[src/hdl/cfar_cell.sv]
// ----------------------------------------------------------------------------
// CFAR window cell
// One tap of the range window plus one tap of the scan line that walks a copy
// of the window past the evaluator.
// ----------------------------------------------------------------------------
module cfar_cell (
	input  logic       clk,
	input  logic       arst_n,
	input  logic       shift,
	input  logic       load,
	input  logic       step,
	input  logic [7:0] win_in,
	input  logic [7:0] scan_in,
	output logic [7:0] win,
	output logic [7:0] scan
);
	logic [7:0] win_q;
	logic [7:0] scan_q;

	always_ff @(posedge clk or negedge arst_n) begin
		if (!arst_n) begin
			win_q <= '0;
		end else if (shift) begin
			win_q <= win_in;
		end
	end

	always_ff @(posedge clk) begin
		if (shift) begin
			scan_q <= win_in;
		end else if (load) begin
			scan_q <= win_q;
		end else if (step) begin
			scan_q <= scan_in;
		end
	end

	assign win  = win_q;
	assign scan = scan_q;
endmodule

[config.mk]
export PLATFORM = sky130hd
export DESIGN_NAME = cfar_cell
export DESIGN_NICKNAME = d
export VERILOG_FILES = /design/src/hdl/cfar_cell.sv
export SDC_FILE = /design/constraint.sdc
export NUM_CORES = 1
export LEC_CHECK = 0
export BUFFER_PORTS_ARGS = -buffer_cell sky130_fd_sc_hd__buf_2
export CELL_PAD_IN_SITES_DETAIL_PLACEMENT = 0
export CELL_PAD_IN_SITES_GLOBAL_PLACEMENT = 1
export CORE_AREA = 10 10 57 59
export CTS_BUF_LIST = sky130_fd_sc_hd__clkbuf_4 sky130_fd_sc_hd__clkbuf_8 sky130_fd_sc_hd__clkbuf_16
export DETAILED_ROUTE_END_ITERATION = 10
export DIE_AREA = 0 0 67 69
export PLACE_DENSITY_LB_ADDON = 0.1
export SYNTH_ARGS = -nofsm -noshare
export SYNTH_HDL_FRONTEND = slang
export SYNTH_SLANG_ARGS = --single-unit
[constraint.sdc]
create_clock -name clk -period 1.7 [get_ports clk]
set_input_delay 0.255 -clock clk [delete_from_list [all_inputs] [get_ports clk]]
set_output_delay 0.255 -clock clk [all_outputs]
set_load 0.05 [all_outputs]
==> flow_metrics.env, run 1 <==
export IMPL_hold_viol=0
export IMPL_fin_tns_setup_ns=0
export IMPL_start_kind="flop"
export IMPL_rows=17
export IMPL_dpl_cell_area_um2=897
export IMPL_ys_ff_latch=16
export IMPL_path_max_fanout=3
export IMPL_worstHoldEndpoint="win[4]"
export IMPL_initial_core_util_pct=32.0
export IMPL_gr_total_overflow=0
export IMPL_drc=0
export IMPL_fin_skew_ns=0.000196
export IMPL_syn_nets=81
export IMPL_grt_pass1_wl_mm=2.70
export IMPL_numCtsBuffers=3
export IMPL_yosys_top_cells_area="edfxtp_1, dfrtp_1, mux2i_1"
export IMPL_grt_pass1_vias=605
export IMPL_syn_avg_cell_area_um2=11.4
export IMPL_critPathCaptureType="output port"
export IMPL_layout_drive_gt1_share_pct=41.4
export IMPL_vias=572
export IMPL_io_buffer_count=36
export IMPL_clkLatencyLatePin_ns=0.27
export IMPL_slowest_stage="dfrtp_1"
export IMPL_coreArea_um2=2150
export IMPL_min_from="win_in[4]"
export IMPL_slowest_delay_ns=0.39
export IMPL_whs_path_depth=3
export IMPL_clk_pin_slew_ns=0.08
export IMPL_htree_levels=1
export IMPL_antenna_found_initial=0
export IMPL_ant_nets=0
export IMPL_worstMarginPinSlew_ns=0.330
export IMPL_final_core_util_pct=43.3
export IMPL_cts_root_buf="clkbuf_4"
export IMPL_crit_required_ns=1.44
export IMPL_synth_edf_count=8
export IMPL_dieArea_um2=4620
export IMPL_fin_crit_ns=1.19
export IMPL_fin_crit_sh_pct=70.2
export IMPL_max_freq_ghz=0.838
export IMPL_reg2reg_from="win[4]"
export IMPL_critPathKind="reg -> out"
export IMPL_diodes=0
export IMPL_area_growth_pct=35.3
export IMPL_r2r_slack_ns=0.83
export IMPL_die_width_um=67
export IMPL_hpwl_mm=1.41
export IMPL_cts_tree="done"
export IMPL_cp_data_arrival_time_ns=0.94
export IMPL_grt_usage_pct=7.57
export IMPL_ir_drop_mv=0.414
export IMPL_maxSlewViolCount=0
export IMPL_p_leak_nw=0.479
export IMPL_crit_path_cell_trace="buf_2"
export IMPL_r2r_end="scan[4]"
export IMPL_design_area_um2=930
export IMPL_grt_max_degree=25
export IMPL_async_flop_share_pct=50.0
export IMPL_yosysUniqueCellTypes=10
export IMPL_yosys_area_top_type="edfxtp_1"
export IMPL_synth_warnings=0
export IMPL_slew_headroom_pct=78.0
export IMPL_crit_path_start="win[4]"
export IMPL_viasPerCell=4.50
export IMPL_synthCells=60
export IMPL_critical_path_top_delay_family="flip-flops"
export IMPL_die_h_um=69
export IMPL_nets=122
export IMPL_rsz0062_at_grt="no"
export IMPL_synth_ff_type="edfxtp_1"
export IMPL_setup_viol=0
export IMPL_min_path_type="in -> reg"
export IMPL_status="completed"
export IMPL_cts_sinks=16
export IMPL_ys_seq_area_share_pct=64.1
export IMPL_p_total_mw=0.914
export IMPL_synth_area_um2=687
export IMPL_synth_most_common_cell="o21ai_0"
export IMPL_clockBufferDepth=2
export IMPL_io_pins=37
export IMPL_reg2reg_depth=2
export IMPL_drv_cap=0
export IMPL_wl_per_cell_um=13.9
export IMPL_power_density_nw_per_um2=983
export IMPL_path_buf_inv=1
export IMPL_drtIter0Drc=21
export IMPL_wirelength_mm=1.76
export IMPL_netlist_area_leader_share_pct=35.0
export IMPL_globalplace_congestion=0.700
export IMPL_dr_pass1_iters=4
## repair_timing
item / in CTS / in global routing
buffers inserted: 0 / 0
resized for setup: 0 / 0
endpoints found under the hold margin: 8 / 0
hold buffers: 1 / 0
## where the power goes
| part | switching, mW | total [mW] | internal [mW] |
|---|---|---|---|
| registers | 0.0177 | 0.466 | 0.448 |
| clock network | 0.107 | 0.189 | 0.0820 |
| logic | 0.192 | 0.259 | 0.0668 |
| total | 0.316 | 0.914 | 0.597 |
## cells by family after synthesis
logic type      Yosys count  share of synthesized area [%]
compound gates           16                           11.7
buf+inv                  11                           7.28
flops                    16                           64.1
mux                       8                           11.7
simple gates              9                           5.28
## metrics by stage
stage          cells  setup slack, ns  hold WS, ns
2_1_floorplan     60            0.534      -0.0406
3_3_place_gp     123            0.499        0.117
3_5_place_dp     123            0.496        0.121
4_1_cts          127            0.496        0.199
5_1_grt          127            0.459        0.212
6_report         127            0.506        0.202
## registers in the layout, summed over array words and instances, names as in the netlist
| register | cells |
|---|---|
| scan | 8 |
| win | 8 |
## worst max path at each step
stage | endpoint | slack [ns] | cells after the start
final | win[4] | 0.51 | 1
after global placement | scan[1] | 0.50 | 2
after CTS | win[4] | 0.50 | 1
after detailed placement | scan[4] | 0.50 | 2
after global routing | win[7] | 0.46 | 1
after floorplan | scan[0] | 0.53 | 2
## routing by layer
metal  part of all wire [%]  track usage (%)  wire, µm  vias to the layer above
li1                       -                -         -                      285
met1                     39             7.56       691                      265
met2                     50             12.7       883                       20
met3                    9.8             3.22       172                        2
met4                   0.91             4.07        16                        0
met5                      0                0         0                        -
## final cells by class
cell class,instances,area (µm²)
fill,220,1220
sequential,16,440
clock buffer,3,22.5
inverter,8,30.0
timing repair buffer,39,205
multi-input combinational,33,196
tap,28,35.0
## cells in the final DEF (no fill, tap or decap)
cell and count:
buf_2 36, buf_4 2, clkbuf_4 3, dfrtp_1 8, dlygate4sd3_1 1, edfxtp_1 8
inv_1 8, mux2i_1 8, nand2_1 8, o21ai_0 16, or3_1 1
Power figures use the tool's default switching activity.
==> run 2: changes to the inputs <==
ABC_AREA = 1   (was unset)
CORE_AREA = 10 10 61 63   (was 10 10 57 59)
DIE_AREA = 0 0 71 73   (was 0 0 67 69)
clock period = 1.2 ns   (was 1.7 ns; I/O delays follow)
==> run 2 against run 1 <==
Routed wire length up 17%; final cell count up 24%; clock power rose by 89%; area after synthesis increased by 8.6%; clock-buffer cell count grew 1; clock skew rose by 0.0035 ns; power rose by 54%; critical path depth stayed put; first-iteration DRC count down 24%.
==> flow_metrics.env, run 2 <==
export IMPL_status="completed"
export IMPL_grt_max_degree=18
export IMPL_htree_levels=1
export IMPL_ant_nets=0
export IMPL_grt_pass1_wl_mm=3.32
export IMPL_io_buffer_count=36
export IMPL_synthCells=86
export IMPL_fin_skew_ns=0.00373
export IMPL_critPathCaptureType="output port"
export IMPL_fin_crit_sh_pct=93.9
export IMPL_stdcell_count=158
export IMPL_dieArea_um2=5180
export IMPL_min_path_type="in -> reg"
export IMPL_drv_cap=0
export IMPL_drc=0
export IMPL_synth_most_common_cell="nand2_1"
export IMPL_synth_edf_count=8
export IMPL_coreArea_um2=2620
export IMPL_rsz0062_at_grt="no"
export IMPL_clkLatencyLatePin_ns=0.28
export IMPL_slowest_delay_ns=0.39
export IMPL_post_cts_buffers=0
export IMPL_crit_path_cell_trace="buf_2"
export IMPL_diodes=0
export IMPL_vias=639
export IMPL_grt_pass1_vias=703
export IMPL_fin_tns_setup_ns=0
export IMPL_crit_end="win[1]"
export IMPL_io_pins=37
export IMPL_wirelength_mm=2.06
export IMPL_globalplace_congestion=0.651
export IMPL_rows=19
export IMPL_critPathKind="reg -> out"
export IMPL_cts_resized=0
export IMPL_hpwl_mm=1.59
export IMPL_r2r_end="scan[6]"
export IMPL_numCtsBuffers=3
export IMPL_drtIter0Drc=16
export IMPL_synth_top_family_by_area="simple AND/OR/NAND/NOR gates"
export IMPL_synth_compound_area_share_pct=0
export IMPL_reg2reg_depth=4
export IMPL_die_h_um=73
export IMPL_netlist_area_leader_share_pct=32.2
export IMPL_fin_crit_ns=1.13
export IMPL_layout_drive_gt1_share_pct=36.2
export IMPL_worstMarginPinSlew_ns=0.255
export IMPL_ys_ff_latch=16
export IMPL_ir_drop_mv=0.618
export IMPL_syn_nets=107
export IMPL_p_leak_nw=0.572
export IMPL_cts_tree="done"
export IMPL_max_freq_ghz=0.888
export IMPL_antenna_found_initial=0
export IMPL_clk_pin_slew_ns=0.10
export IMPL_synth_area_mux_share_pct=0
export IMPL_yosys_area_share_simple_pct=33.6
export IMPL_cts_root_buf="clkbuf_4"
export IMPL_path_buf_inv=1
export IMPL_start_kind="flop"
export IMPL_layout_common_cells="nand2_1, buf_2, edfxtp_1, dfrtp_1"
export IMPL_whs_ns=0.113
export IMPL_final_core_util_pct=38.1
export IMPL_synth_adder_area_share_pct=0
export IMPL_r2r_slack_ns=0.34
export IMPL_yosysUniqueCellTypes=8
export IMPL_yosys_top_cells_area="edfxtp_1, nand2_1, dfrtp_1"
export IMPL_ctsHoldBuffers=1
export IMPL_die_width_um=71
export IMPL_cp_data_arrival_time_ns=0.95
export IMPL_dr_pass1_iters=3
export IMPL_ys_seq_area_share_pct=59.1
export IMPL_synthTopCellsByCount="nand2_1, dfrtp_1, edfxtp_1, buf_6, inv_6"
export IMPL_wl_per_cell_um=13.1
export IMPL_yosys_area_top_type="edfxtp_1"
export IMPL_cp_depth=1
export IMPL_viasPerCell=4.04
export IMPL_synthXorXnorAreaFrac_pct=0
export IMPL_crit_required_ns=1.02
export IMPL_fill_cells=280
export IMPL_synth_area_um2=746
export IMPL_post_place_ws_ns=0.167
export IMPL_whs_path_depth=3
export IMPL_initial_core_util_pct=28.5
export IMPL_power_density_nw_per_um2=1410
export IMPL_cts_sinks=16
export IMPL_slew_headroom_pct=83.1
export IMPL_synth_warnings=0
export IMPL_grt_usage_pct=8.20
export IMPL_place_inst=153
export IMPL_clockBufferDepth=2
export IMPL_nets=149
export IMPL_setup_slack_ns=0.0734
export IMPL_reg2reg_from="win[6]"
export IMPL_path_max_fanout=3
export IMPL_maxSlewViolCount=0
export IMPL_area_growth_pct=33.6
export IMPL_hold_viol=0
export IMPL_final_common_cell="nand2_1"
export IMPL_crit_path_start="win[1]"
export IMPL_synth_ff_type="edfxtp_1"
export IMPL_setup_viol=0
export IMPL_async_flop_share_pct=50.0
export IMPL_critical_path_top_delay_family="flip-flops"
export IMPL_syn_avg_cell_area_um2=8.67
export IMPL_slowest_stage="dfrtp_1"
export IMPL_gr_total_overflow=0
## run 2: cell types whose count changed in the layout (fill, tap and decap cells not counted), sizes merged
| cell | change |
|---|---|
| buf | +1 |
| inv | -6 |
| or3 | -1 |
| nand3b | +1 |
| o21ai | -16 |
| clkbuf | +1 |
| nand2 | +56 |
| mux2i | -8 |
## run 2: stage by stage
step                      instance area (µm²)  total power [mW]
after floorplan                           746             0.952
after global placement                    950              1.06
after detailed placement                  950              1.06
after CTS                                 996              1.42
after global routing                      996              1.49
final                                     996              1.40
## run 2: worst min path at each step
stage	from	end
after detailed placement	arst_n	win[0]
after floorplan	arst_n	win[0]
after global routing	win_in[4]	win[4]
after CTS	win_in[3]	win[3]
final	win_in[3]	win[3]
after global placement	arst_n	win[0]
## run 2: cell families (layout without fill, tap and decap cells)
group	after synthesis	count (layout)
buffers and inverters	5	46
and+or+nand+nor	65	65
DFF	16	16
## run 2: layout make-up
class | instances | area [µm²] | share of cell area, %
inverters | 2 | 17.5 | 1.76
clock buffers | 4 | 36.3 | 3.64
repair buffers | 40 | 213 | 21.4
flip-flops and latches | 16 | 440 | 44.2
multi-input cells | 65 | 250 | 25.1
well taps | 31 | 38.8 | 3.89
## run 2: layer usage
layer | share of wire [%] | global-route usage (%) | wire length, µm | vias to the layer above
met5 | 0 | 0 | 0 | -
met4 | 0.97 | 4.52 | 20 | 0
met3 | 11 | 4.08 | 224 | 2
met2 | 46 | 12.8 | 940 | 22
met1 | 43 | 8.94 | 878 | 267
li1 | - | - | - | 348
## run 2: worst min-delay path: stages
cell,delay [ns]
buf_2,0.08
nand2_1,0.06
nand2_1,0.06
## run 2: power by group
| group | total, mW | switching [mW] | internal (mW) |
|---|---|---|---|
| Combinational | 0.389 | 0.290 | 0.0982 |
| Sequential | 0.658 | 0.0243 | 0.634 |
| Clock | 0.357 | 0.172 | 0.185 |
