==> src/hdl/cfar_pkg.sv <==
// ----------------------------------------------------------------------------
// CFAR package
// Item types, register indexes, detector modes and the evaluator control word.
// ----------------------------------------------------------------------------
package cfar_pkg;

	typedef struct packed {
		logic [7:0] sample;
		logic       beam_end;
	} smp_item_t;

	typedef struct packed {
		logic detect;
		logic last;
	} det_item_t;

	localparam int CFG_IDX_W  = 3;
	localparam int CFG_DATA_W = 24;

	localparam logic [CFG_IDX_W-1:0] REG_MODE       = 3'd0;
	localparam logic [CFG_IDX_W-1:0] REG_TRAIN_HALF = 3'd1;
	localparam logic [CFG_IDX_W-1:0] REG_GUARD_HALF = 3'd2;
	localparam logic [CFG_IDX_W-1:0] REG_RANK       = 3'd3;
	localparam logic [CFG_IDX_W-1:0] REG_TAU        = 3'd4;
	localparam logic [CFG_IDX_W-1:0] REG_GATE       = 3'd5;

	localparam logic [1:0] MODE_CA   = 2'd0;
	localparam logic [1:0] MODE_SOCA = 2'd1;
	localparam logic [1:0] MODE_GOCA = 2'd2;
	localparam logic [1:0] MODE_OS   = 2'd3;

	// control from the sequencer to the evaluator
	typedef struct packed {
		logic       clear;
		logic       step;
		logic       pass_end;
		logic [2:0] bit_idx;
		logic       mul;
	} eval_ctl_t;

endpackage

==> src/hdl/cfar_eval.sv <==
// ----------------------------------------------------------------------------
// CFAR evaluator
// Accumulates training sums and a radix select of the ordered statistic from
// the scan head, then cross-multiplies against tau and compares the cell with the gate.
// ----------------------------------------------------------------------------
module cfar_eval #(
	parameter int BW   = 6,
	parameter int KW   = 7,
	parameter int SW   = 13,
	parameter int CNTW = 7
) (
	input  logic                  clk,
	input  cfar_pkg::eval_ctl_t   ctl,
	input  logic [7:0]            head,
	input  logic [KW-1:0]         k,
	input  logic [BW-1:0]         th,
	input  logic [KW-1:0]         border,
	input  logic [KW-1:0]         lead_lo,
	input  logic [1:0]            mode,
	input  logic [5:0]            rank,
	input  logic [23:0]           tau,
	input  logic [7:0]            gate,
	output logic                  detect
);
	import cfar_pkg::*;

	localparam int OW = SW + 1;
	localparam int LW = 8 + BW + 1;
	localparam int RW = 24 + OW;
	localparam int MW = RW + LW + 16;

	logic [SW-1:0]   lag_q, lead_q;
	logic [7:0]      cell_q;
	logic [7:0]      prefix_q;
	logic [CNTW-1:0] cnt_q, rem_q;
	logic [CNTW-1:0] cnt_next, rank_lim, rank_eff;
	logic [8:0]      mask9;
	logic [7:0]      mask;
	logic            is_lag, is_lead, hit;
	logic [OW-1:0]   sum_all, sum_min, sum_max, operand;
	logic [BW:0]     factor;
	logic [RW-1:0]   prod_r_s1;
	logic [LW-1:0]   prod_l_s1;

	assign is_lag   = KW'(th) > k;
	assign is_lead  = k >= lead_lo;
	assign mask9    = 9'h1FF << (4'(ctl.bit_idx) + 4'd1);
	assign mask     = mask9[7:0];
	assign hit      = (is_lag || is_lead) && ((head & mask) == (prefix_q & mask))
	                  && !head[ctl.bit_idx];
	assign cnt_next = cnt_q + CNTW'(hit);

	assign rank_lim = CNTW'({th, 1'b0}) - CNTW'(1);
	assign rank_eff = (CNTW'(rank) > rank_lim) ? rank_lim : CNTW'(rank);

	always_ff @(posedge clk) begin
		if (ctl.clear) begin
			lag_q    <= '0;
			lead_q   <= '0;
			cnt_q    <= '0;
			prefix_q <= '0;
			rem_q    <= rank_eff;
		end else if (ctl.step) begin
			if (ctl.bit_idx == 3'd7) begin
				if (is_lag)  lag_q  <= lag_q + SW'(head);
				if (is_lead) lead_q <= lead_q + SW'(head);
			end
			if (k == border) cell_q <= head;
			if (ctl.pass_end) begin
				cnt_q <= '0;
				if (rem_q >= cnt_next) begin
					prefix_q[ctl.bit_idx] <= 1'b1;
					rem_q <= rem_q - cnt_next;
				end
			end else begin
				cnt_q <= cnt_next;
			end
		end
	end

	assign sum_all = OW'(lag_q) + OW'(lead_q);
	assign sum_min = (lead_q < lag_q) ? OW'(lead_q) : OW'(lag_q);
	assign sum_max = (lead_q > lag_q) ? OW'(lead_q) : OW'(lag_q);

	always_comb begin
		case (mode)
			MODE_CA: begin
				operand = sum_all;
				factor  = {th, 1'b0};
			end
			MODE_SOCA: begin
				operand = sum_min;
				factor  = (BW+1)'(th);
			end
			MODE_GOCA: begin
				operand = sum_max;
				factor  = (BW+1)'(th);
			end
			default: begin
				operand = OW'(prefix_q);
				factor  = (BW+1)'(1);
			end
		endcase
	end

	always_ff @(posedge clk) begin
		if (ctl.mul) begin
			prod_r_s1 <= RW'(tau) * RW'(operand);
			prod_l_s1 <= LW'(cell_q) * LW'(factor);
		end
	end

	assign detect = (MW'({prod_l_s1, 16'h0000}) > MW'(prod_r_s1)) && (cell_q > gate);
endmodule

==> config.mk <==
export PLATFORM = sky130hd
export DESIGN_NAME = cfar_eval
export DESIGN_NICKNAME = d
export VERILOG_FILES = /design/src/hdl/cfar_pkg.sv /design/src/hdl/cfar_eval.sv
export SDC_FILE = /design/constraint.sdc
export NUM_CORES = 1
export LEC_CHECK = 0
export BUFFER_PORTS_ARGS = -buffer_cell sky130_fd_sc_hd__buf_4
export CELL_PAD_IN_SITES_DETAIL_PLACEMENT = 1
export CELL_PAD_IN_SITES_GLOBAL_PLACEMENT = 1
export CORE_ASPECT_RATIO = 0.9
export CORE_MARGIN = 8
export CORE_UTILIZATION = 54
export CTS_CLUSTER_SIZE = 20
export DETAILED_ROUTE_END_ITERATION = 10
export GPL_ROUTABILITY_DRIVEN = 0
export HOLD_SLACK_MARGIN = 0.02
export PLACE_DENSITY = 0.95
export SYNTH_ARGS = -nofsm -noshare
export SYNTH_HDL_FRONTEND = slang
export SYNTH_SLANG_ARGS = --single-unit
export TNS_END_PERCENT = 10
==> constraint.sdc <==
create_clock -name clk -period 14.5 [get_ports clk]
set_input_delay 0 -clock clk [delete_from_list [all_inputs] [get_ports clk]]
set_output_delay 0 -clock clk [all_outputs]
set_load 0.01 [all_outputs]
==> flow_summary_export.csv, run 1 <==
group,metric,value,unit
clock_network,cts_resized,0,
clock_network,cts_setup_buffers,0,
grt,grt_pass1_vias,21700,
cells_and_area,n_antenna_cell,0,
worst_setup_path,cp.depth,27,
sta,tns,0,ps
cells_and_area,utilization,58.8,%
worst_setup_path,arrival,10980,ps
route,wl_per_cell,28.0,um
power_and_ir_drop,clkPwrFrac,17.5,%
worst_setup_path,crit_top_cell,"fa_1",
run,cap_violations,0,
logic_synthesis,synth_most_common_cell,"inv_1",
worst_setup_path,critPathTopFamily,"adder cells",
power_and_ir_drop,power_density,72.5,nW/um^2
power_and_ir_drop,p_int,0.861,mW
power_and_ir_drop,pwr-share-comb,56.0,%
worst_hold_path,whs_path_depth,2,
worst_setup_path,required,14630,ps
route,routed_wl,78.6,mm
logic_synthesis,ys_ff_latch,109,
grt,grt_first_pass_wirelength,123,mm
worst_setup_path,r2r_cells,27,
power_and_ir_drop,p_sw,0.723,mW
logic_synthesis,yosys.area.top_type,"fa_1",
sta,finalCritPeriodShare,74.8,%
logic_synthesis,synthesis.area,20300,um^2
sta,rsz0062_at_grt,"no",
worst_hold_path,hp-class,"input pin to flop",
clock_network,worstSkewPairLatency,390,ps
sta,tightest_slew,1110,ps
cells_and_area,syn_to_final_growth,7.53,%
worst_setup_path,cp_num_buf_inv,4,
cells_and_area,final_cell_area,21800,um^2
sta,finalHoldViolCount,0,
logic_synthesis,async_flop_share,0,%
worst_setup_path,cp-start-kind,"flop",
floorplanning,boundaryPins,84,
worst_setup_path,worst_setup_path_end_kind,"flop",
clock_network,cts_tree,"done",
worst_setup_path,path_class,"flop to flop",
clock_network,clk_pin_slew,90,ps
logic_synthesis,syn-num-nets,2891,
clock_network,cts-htree-levels,3,
grt,grt-ovfl-total,0,
floorplanning,die-area,44100,um^2
power_and_ir_drop,irDropWorstVdd,0.0829,mV
worst_setup_path,worst_path_max_delay_cell,"o2111a_1",
logic_synthesis,yosysUniqueCellTypes,67,
sta,fin_ws,3650,ps
placement,place_ws,4150,ps
route,drcViolationCount,0,
clock_network,clock-root-buffer,"clkbuf_16",
placement,place_area,21400,um^2
clock_network,clock_sinks,109,
sta,fin_crit,10850,ps
power_and_ir_drop,sequentialPowerShare,26.5,%
logic_synthesis,synth_edf_count,68,
route,viasPerCell,6.62,
grt,grt_use_total,36.5,%
grt,antenna_found_initial,2,
clock_network,clockBufferDepth,2,
floorplanning,num_rows,67,
worst_setup_path,path_max_fanout,27,
worst_setup_path,slowest_delay,930,ps
floorplanning,die_y,200,um
placement,io_buffer_count,83,
sta,clock_skew,16.6,ps
sta,drv_slew,0,
clock_network,cts_buffers,9,
sta,setup_violations,0,
logic_synthesis,synth_top_area_share,29.0,%
logic_synthesis,avgSynthCellArea,8.91,um^2
logic_synthesis,synth_area_leaders,"fa_1 (29%), ha_1 (14%), edfxtp_1 (10%), inv_1 (7.1%), dfxtp_1 (4.0%)",
floorplanning,die_w,220,um
cells_and_area,nNetsFinal,2934,
sta,slew_headroom,26.1,%
floorplanning,start_util,54.7,%
power_and_ir_drop,p_sw_share,45.6,%
logic_synthesis,synth_commonest_cells,"inv_1 (382), fa_1 (294), ha_1 (235), nand2_1 (216), nor2_1 (145)",
floorplanning,core,37100,um^2
run_status,outcome,"completed",
logic_synthesis,synthFlopType,"edfxtp_1",
logic_synthesis,seq_area_frac_synth,14.1,%
placement,place_hpwl,54.7,mm
logic_synthesis,ys_warn_count,0,
sta,fmax,92.2,MHz
logic_synthesis,synthCells,2279,
power_and_ir_drop,power.leakage,10.8,nW
route,drt_first_iter_violations,1993,
route,vias,18600,
route,dr.pass1.iters,7,
sta,fin_hold_ws,47.4,ps
cells_and_area,drive_above_1_share,6.15,%
grt,grt_start_max_net_pins,55,
route,drtAntennaViolNets,0,
==> flip-flops by register name (all words and copies together) (netlist names) <==
signal and count:
rem_q 7, cell_q 8, cnt_q 7, lag_q 13, prod_r_s1 38, prod_l_s1 15, prefix_q 8, lead_q 13
==> metal layers <==
metal	vias up	track usage (%)	part of all wire [%]
met4	2	28.8	9.2
met3	581	9.43	8.9
met5	-	0	0.017
met2	1283	62.8	49
li1	7479	-	-
met1	9257	38.0	33
==> cells by family after synthesis <==
logic type / Yosys count / share of synthesized area, %
flops: 109 / 14.1
simple gates: 742 / 18.3
compound gates: 317 / 10.3
buf+inv: 465 / 8.65
fa+ha+maj: 529 / 43.4
mux: 26 / 1.32
xor+xnor: 91 / 3.92
==> metrics by stage <==
step / power, mW / cells
after floorplan: 0.957 / 2279
after global placement: 1.13 / 2782
after detailed placement: 1.24 / 2782
after CTS: 1.55 / 2810
after global routing: 1.66 / 2810
final: 1.58 / 2810
==> cells in the final DEF (no fill, tap or decap), types with 8 or more instances in the layout <==
master / instances
o21ai_0: 61
a221oi_1: 8
nand2b_1: 49
ha_1: 235
nand3_1: 40
nor3_1: 32
nand4_1: 15
o21bai_1: 16
and2_1: 109
mux2i_1: 19
xor2_1: 25
a211oi_1: 10
nor3b_1: 8
dfxtp_1: 41
o31ai_1: 8
a21o_1: 33
clkbuf_16: 9
fa_1: 294
nand2_1: 216
o211ai_1: 8
nand3b_1: 9
o21a_1: 20
nor2b_1: 56
inv_1: 382
dlygate4sd3_1: 12
a21oi_1: 84
xnor2_1: 66
buf_4: 103
nor2_1: 145
a22oi_1: 8
and3_1: 28
edfxtp_1: 68
==> area by class of cell <==
| class | instances | area, um^2 |
|---|---|---|
| Clock buffer | 10 | 229 |
| Multi-Input combinational cell | 1705 | 15800 |
| Sequential cell | 109 | 2860 |
| Tap cell | 483 | 604 |
| Inverter | 382 | 1430 |
| Clock inverter | 6 | 71.3 |
| Timing Repair Buffer | 115 | 893 |
| Fill cell | 4274 | 15300 |
==> power by group through the flow <==
stage          Combinational (mW)  Sequential [mW]  Clock [mW]
3_5_place_dp                0.814            0.423           0
5_1_grt                     0.955            0.422       0.282
4_1_cts                     0.858            0.418       0.273
3_3_place_gp                0.713            0.418           0
6_report                    0.887            0.420       0.277
2_1_floorplan               0.544            0.413           0
==> repair_timing <==
action,4_1_cts,5_1_grt
hold buffers,12,0
setup endpoints to repair,0,0
hold endpoints to repair,10,0
==> worst register-to-register path: stages (launching register included) <==
cell and delay [ps]:
dfxtp_1 440, inv_1 100, ha_1 400, a21o_1 200, a21oi_1 270, a211o_1 180
o2111a_1 930, mux2i_1 510, a221o_1 930, nand2_1 160, fa_1 490, inv_1 280
fa_1 520, fa_1 530, fa_1 530, fa_1 580, inv_1 80, fa_1 560
inv_1 70, ha_1 430, o21ai_0 180, or3_1 360, a21oi_1 220, nor4b_1 530
o31ai_1 200, a21oi_1 530, a21oi_1 200, xnor2_1 170
==> path summary, 6_finish.rpt <==
| path | slack [ps] | startpoint | end |
|---|---|---|---|
| max | 3650 | lag_q[3]$_SDFFE_PP0P_ | prod_r_s1[32]$_DFFE_PP_ |
| min | 50 | tau[0] | prod_r_s1[0]$_DFFE_PP_ |
| max reg2reg | 3650 | lag_q[3]$_SDFFE_PP0P_ | prod_r_s1[32]$_DFFE_PP_ |
| min reg2reg | 530 | cnt_q[0]$_SDFFE_PP0P_ | cnt_q[0]$_SDFFE_PP0P_ |
(Power assumes the default switching activity.)
==> inputs of run 2 (changes only) <==
- CORE_UTILIZATION: 54 -> 50
- PLACE_DENSITY: 0.95 -> 0.91
- clock period: 14.5 -> 10.6 ns (I/O delays scaled with it)
==> run 2 against run 1 <==
  * Critical path depth up 3
  * Clock power up 31%
  * Global-route usage down 9.4 points
  * Cell area up 0.51%
  * Non-clock buffer count unchanged
  * Highest routed layer is now met4
==> flow_summary_export.csv, run 2 (synthesized netlist as in run 1, its figures left out) <==
group,metric,value,unit
clock_network,clk_pin_slew,80,ps
cells_and_area,max_flop_register,"prod_r_s1",
floorplanning,core,40400,um^2
placement,io_buffer_count,83,
route,viasPerCell,5.99,
power_and_ir_drop,pwr-share-comb,54.4,%
worst_setup_path,r2r-end,"prod_r_s1[30]$_DFFE_PP_",
cells_and_area,n_antenna_cell,0,
cells_and_area,biggestRegsByFlops,"prod_r_s1: 38 flops, prod_l_s1: 15 flops",
sta,finalHoldViolCount,0,
sta,drv_slew,0,
clock_network,clock_sinks,109,
sta,fin_crit,10250,ps
grt,busiest_layer,"met2",
route,drtAntennaViolNets,0,
power_and_ir_drop,power_density,93.1,nW/um^2
cells_and_area,drive_above_1_share,6.32,%
cells_and_area,syn_to_final_growth,8.08,%
grt,grt_start_max_net_pins,55,
worst_setup_path,cp_num_buf_inv,6,
worst_setup_path,worst_path_max_delay_cell,"a21oi_1",
worst_hold_path,whs_path_depth,3,
clock_network,cts_tree,"done",
worst_hold_path,whs_endpoint,"prefix_q[6]$_SDFFE_PP0P_",
clock_network,clock-root-buffer,"clkbuf_16",
cells_and_area,final_common_cell,"inv_1",
worst_setup_path,crit_top_cell,"fa_1",
floorplanning,die-area,47300,um^2
grt,antenna_found_initial,0,
power_and_ir_drop,irDropWorstVdd,0.105,mV
floorplanning,num_rows,70,
run,cap_violations,0,
run_status,outcome,"completed",
route,drt_first_iter_violations,1066,
grt,use_met2,51.0,%
clock_network,cts-htree-levels,3,
placement,place_ws,454,ps
grt,grt.met3_usage,3.73,%
worst_hold_path,hp-start,"ctl[2]",
route,routed_wl,65.0,mm
worst_setup_path,required,10710,ps
power_and_ir_drop,sequentialPowerShare,27.9,%
worst_setup_path,slowest_delay,590,ps
sta,fmax,97.6,MHz
grt,grt_pass1_vias,19800,
sta,clock_skew,13.1,ps
sta,fin_ws,353,ps
power_and_ir_drop,p_sw_share,43.2,%
sta,slew_headroom,6.43,%
grt,grt-ovfl-total,0,
worst_setup_path,worst_setup_path_end_kind,"flop",
floorplanning,die_w,228,um
sta,tightest_slew,1390,ps
worst_setup_path,path_class,"flop to flop",
worst_setup_path,critPathTopFamily,"adder cells",
route,wl_per_cell,22.7,um
grt,grt_use_total,27.1,%
worst_hold_path,hp-class,"input pin to flop",
cells_and_area,nNetsFinal,2934,
sta,setup_violations,0,
floorplanning,boundaryPins,84,
cells_and_area,most-common-layout-cells,"inv_1 (382), fa_1 (294), ha_1 (235)",
route,dr.pass1.iters,7,
clock_network,worstSkewPairLatency,370,ps
route,drcViolationCount,0,
power_and_ir_drop,p_sw,0.883,mW
clock_network,cts_setup_buffers,0,
worst_setup_path,r2r_cells,30,
power_and_ir_drop,clkPwrFrac,17.7,%
clock_network,clockBufferDepth,2,
worst_setup_path,arrival,10360,ps
placement,place_area,21500,um^2
placement,place_hpwl,52.2,mm
floorplanning,start_util,50.3,%
cells_and_area,largest_register_ffs,38,
grt,met1_usage,30.1,%
worst_setup_path,r2r_start,"lag_q[1]$_SDFFE_PP0P_",
power_and_ir_drop,p_int,1.16,mW
sta,finalCritPeriodShare,96.7,%
worst_setup_path,cp-start-kind,"flop",
route,vias,17200,
worst_setup_path,ff2ff_setup_slack,350,ps
worst_setup_path,path_max_fanout,17,
clock_network,cts_buffers,9,
floorplanning,die_y,207,um
grt,grt_first_pass_wirelength,104,mm
cells_and_area,final_cell_area,22000,um^2
power_and_ir_drop,power.leakage,10.8,nW
cells_and_area,fillers,4692,
[run 2: cell type report]
| cell class | instances | area (um^2) | share of cell area [%] |
|---|---|---|---|
| clock buffer | 12 | 268 | 1.22 |
| clock inverter | 4 | 37.5 | 0.171 |
| inverter | 382 | 1430 | 6.53 |
| multi-input combinational | 1705 | 15800 | 71.9 |
| sequential | 109 | 2860 | 13.0 |
| tap | 540 | 676 | 3.08 |
| timing repair buffer | 115 | 893 | 4.07 |
[run 2: what timing repair did]
action / CTS / global route
gates resized for setup: 0 / 5
hold buffers: 12 / 0
endpoints found under the hold margin: 11 / 0
setup endpoints to repair: 0 / 10
[run 2: worst min-delay path: stages]
cell	delay (ps)
buf_4	160
a31oi_1	100
nor2_1	100
[run 2: power by group through the flow]
| stage | Clock [mW] | Sequential, mW | Combinational, mW |
|---|---|---|---|
| after floorplan | 0 | 0.565 | 0.744 |
| after global placement | 0 | 0.571 | 0.971 |
| after detailed placement | 0 | 0.577 | 1.08 |
| after CTS | 0.365 | 0.569 | 1.10 |
| after global routing | 0.376 | 0.575 | 1.23 |
| final | 0.363 | 0.570 | 1.11 |
[run 2: how the worst max path moves through the flow]
stage / from / end / slack [ps] / depth (start not counted)
2_1_floorplan: lag_q[6]$_SDFFE_PP0P_ / prod_r_s1[32]$_DFFE_PP_ / 2240 / 32
3_5_place_dp: lag_q[1]$_SDFFE_PP0P_ / prod_r_s1[32]$_DFFE_PP_ / 450 / 27
6_report: lag_q[1]$_SDFFE_PP0P_ / prod_r_s1[30]$_DFFE_PP_ / 350 / 30
5_1_grt: lag_q[1]$_SDFFE_PP0P_ / prod_r_s1[32]$_DFFE_PP_ / -0.6 / 30
3_3_place_gp: lag_q[3]$_SDFFE_PP0P_ / prod_r_s1[37]$_DFFE_PP_ / 1110 / 29
4_1_cts: lag_q[1]$_SDFFE_PP0P_ / prod_r_s1[32]$_DFFE_PP_ / 280 / 27
[run 2: stage by stage]
stage                     power (mW)  hold WS, ps  instances  setup TNS [ps]  utilization (%)
after global routing            2.18         46.1       2867          -0.568             54.4
after floorplan                 1.31         98.9       2279               0                -
after global placement          1.54          266       2839               0             53.3
final                           2.04         41.5       2867               0             54.4
after detailed placement        1.66          259       2839               0             53.3
after CTS                       2.04         28.7       2867               0             54.3
[run 2: routing by layer]
| layer | vias to the layer above | wire, um |
|---|---|---|
| li1 | 7485 | - |
| met1 | 8745 | 23900 |
| met2 | 688 | 34800 |
| met3 | 251 | 3260 |
| met4 | 0 | 3080 |
| met5 | - | 0 |
==> inputs of run 3 (changes only) <==
- CORE_UTILIZATION: 50 -> 46
- PLACE_DENSITY: 0.91 -> 0.88
- clock period: 10.6 -> 9.22 ns (I/O delays scaled with it)
==> run 3 against run 2 <==
  * Combinational power rose by 17%
  * Power grew 15%
  * Critical path depth decreased by 1
  * Die area is 8.0% higher
  * Worst hold slack improved by 7.3 ps
  * Register-to-register slack worse by 240 ps
  * Sequential power rose by 15%
  * Via count is 0.13% lower
  * Sequential share of layout area down 0.23 points
  * Routed wire length shrank 0.34%
  * Cell count is 1.8% higher
  * Critical endpoint is now prod_r_s1[35]$_DFFE_PP_
  * Largest cell class unchanged
==> flow_summary_export.csv, run 3 (synthesized netlist as in run 1, its figures left out) <==
group,metric,value,unit
power_and_ir_drop,irDropWorstVdd,0.0976,mV
cells_and_area,max_flop_register,"prod_r_s1",
clock_network,clock-root-buffer,"clkbuf_16",
worst_setup_path,path_class,"flop to flop",
route,viasPerCell,5.87,
grt,grt-ovfl-total,0,
grt,met1_usage,27.6,%
cells_and_area,biggestRegsByFlops,"prod_r_s1: 38 flops, prod_l_s1: 15 flops",
grt,grt_pass1_vias,19800,
sta,rsz0062_at_grt,"yes",
clock_network,clock_sinks,109,
placement,place_ws,-322,ps
grt,grt_first_pass_wirelength,103,mm
floorplanning,boundaryPins,84,
worst_setup_path,ff2ff_setup_slack,110,ps
worst_setup_path,worstSetupEndpoint,"prod_r_s1[35]$_DFFE_PP_",
power_and_ir_drop,p_int,1.34,mW
cells_and_area,most-common-layout-cells,"inv_1 (382), fa_1 (294), ha_1 (234)",
worst_setup_path,worst_setup_path_end_kind,"flop",
worst_setup_path,slowest_delay,550,ps
floorplanning,num_rows,73,
floorplanning,die-area,51200,um^2
cells_and_area,drive_above_1_share,8.19,%
cells_and_area,multi_input_area,15900,um^2
worst_setup_path,required,9360,ps
floorplanning,die_y,215,um
run_status,outcome,"completed",
cells_and_area,fillers,5127,
sta,fin_hold_ws,48.8,ps
placement,io_buffer_count,83,
sta,drv_slew,0,
grt,busiest_layer,"met2",
worst_hold_path,whs_path_depth,3,
floorplanning,start_util,46.3,%
clock_network,clockBufferDepth,2,
cells_and_area,final_common_cell,"inv_1",
cells_and_area,syn_to_final_growth,10.3,%
sta,fin_ws,111,ps
clock_network,clk_pin_slew,80,ps
sta,slew_headroom,12.4,%
run,cap_violations,0,
sta,tns,0,ps
power_and_ir_drop,power_density,105,nW/um^2
worst_setup_path,worst_path_max_delay_cell,"fa_1",
worst_setup_path,arrival,9250,ps
power_and_ir_drop,p_sw_share,43.2,%
sta,finalCritPeriodShare,98.8,%
power_and_ir_drop,clkPwrFrac,17.3,%
sta,tightest_slew,1280,ps
clock_network,cts-htree-levels,3,
grt,grt_start_max_net_pins,55,
worst_setup_path,r2r_start,"lag_q[1]$_SDFFE_PP0P_",
power_and_ir_drop,sequentialPowerShare,27.7,%
route,drtAntennaViolNets,0,
route,dr.pass1.iters,5,
route,drt_first_iter_violations,1071,
sta,clock_skew,12.4,ps
sta,fmax,110,MHz
clock_network,cts_buffers,9,
cells_and_area,utilization,51.1,%
worst_setup_path,path_max_fanout,13,
worst_setup_path,crit_top_cell,"fa_1",
grt,antenna_found_initial,2,
placement,place_hpwl,51.1,mm
sta,setup_violations,0,
sta,fin_crit,9110,ps
floorplanning,core,43800,um^2
worst_setup_path,r2r_cells,29,
route,vias,17100,
power_and_ir_drop,power.leakage,11.1,nW
grt,use_met2,47.1,%
worst_setup_path,cp-start-kind,"flop",
power_and_ir_drop,p_sw,1.02,mW
clock_network,cts_tree,"done",
cells_and_area,nNetsFinal,2963,
route,routed_wl,64.8,mm
worst_setup_path,r2r-end,"prod_r_s1[35]$_DFFE_PP_",
power_and_ir_drop,pwr-share-comb,55.0,%
floorplanning,die_w,238,um
worst_hold_path,hp-class,"input pin to flop",
grt,grt.met3_usage,3.15,%
clock_network,worstSkewPairLatency,370,ps
cells_and_area,seqCellArea,2870,um^2
cells_and_area,largest_register_ffs,38,
route,wl_per_cell,22.2,um
sta,finalHoldViolCount,0,
worst_setup_path,crit_start,"lag_q[1]$_SDFFE_PP0P_",
grt,grt_use_total,24.8,%
route,drcViolationCount,0,
power_and_ir_drop,power.total,2.36,mW
## run 3: changes by cell type in the layout (fill, tap and decap cells not counted), sizes merged
cell,previous run,this run
buf,103,124
dlygate4sd3,12,16
inv,385,386
diode,0,1
clkbuf,12,15
## run 3: what timing repair did
| item | in CTS | in global routing |
|---|---|---|
| hold buffers | 16 | 0 |
| buffers inserted | 0 | 4 |
| setup endpoints to repair | 9 | 17 |
| gates cloned | 0 | 2 |
| endpoints found under the hold margin | 15 | 0 |
| gates resized for setup | 12 | 31 |
| pin swaps | 0 | 5 |
## run 3: through the flow
stage	instance area (um^2)	cells
floorplan	20300	2279
global placement	21700	2880
detailed placement	21700	2880
CTS	22200	2912
global route	22400	2919
finish	22400	2919
## run 3: cell type report
type	count	share of cell area (%)
multi-input combinational	1705	71.1
sequential	109	12.8
clock inverter	5	0.218
timing repair buffer	144	5.20
tap	562	3.14
clock buffer	11	1.13
inverter	382	6.40
antenna	1	0.0112
## run 3: worst min-delay path by stage
stage / startpoint / slack, ps / endpoint
after floorplan: head[0] / 100 / cell_q[0]$_DFFE_PP_
after global placement: head[4] / 260 / cell_q[4]$_DFFE_PP_
after detailed placement: head[4] / 260 / cell_q[4]$_DFFE_PP_
after CTS: ctl[3] / 30 / prefix_q[7]$_SDFFE_PP0P_
after global routing: ctl[3] / 50 / prefix_q[7]$_SDFFE_PP0P_
final: ctl[3] / 50 / prefix_q[7]$_SDFFE_PP0P_
## run 3: power by group through the flow
| stage | registers [mW] | clock network (mW) | logic, mW |
|---|---|---|---|
| final | 0.653 | 0.408 | 1.30 |
| after global routing | 0.659 | 0.431 | 1.45 |
| after CTS | 0.652 | 0.416 | 1.26 |
| after detailed placement | 0.662 | 0 | 1.23 |
| after global placement | 0.656 | 0 | 1.12 |
| after floorplan | 0.649 | 0 | 0.855 |
## run 3: worst max-delay path: cells and delay by family, from the launching register on
family          cells  cell delay [ps]
simple gates        6             1480
compound gates      9             2340
fa+ha+maj           8             3900
flops               1              410
mux                 1              370
buf+inv             5              390
## run 3: routing by layer
layer	share of wire (%)	up-vias
met5	0	-
met4	4.4	0
met3	4.4	207
met2	54	571
met1	37	8818
li1	-	7550
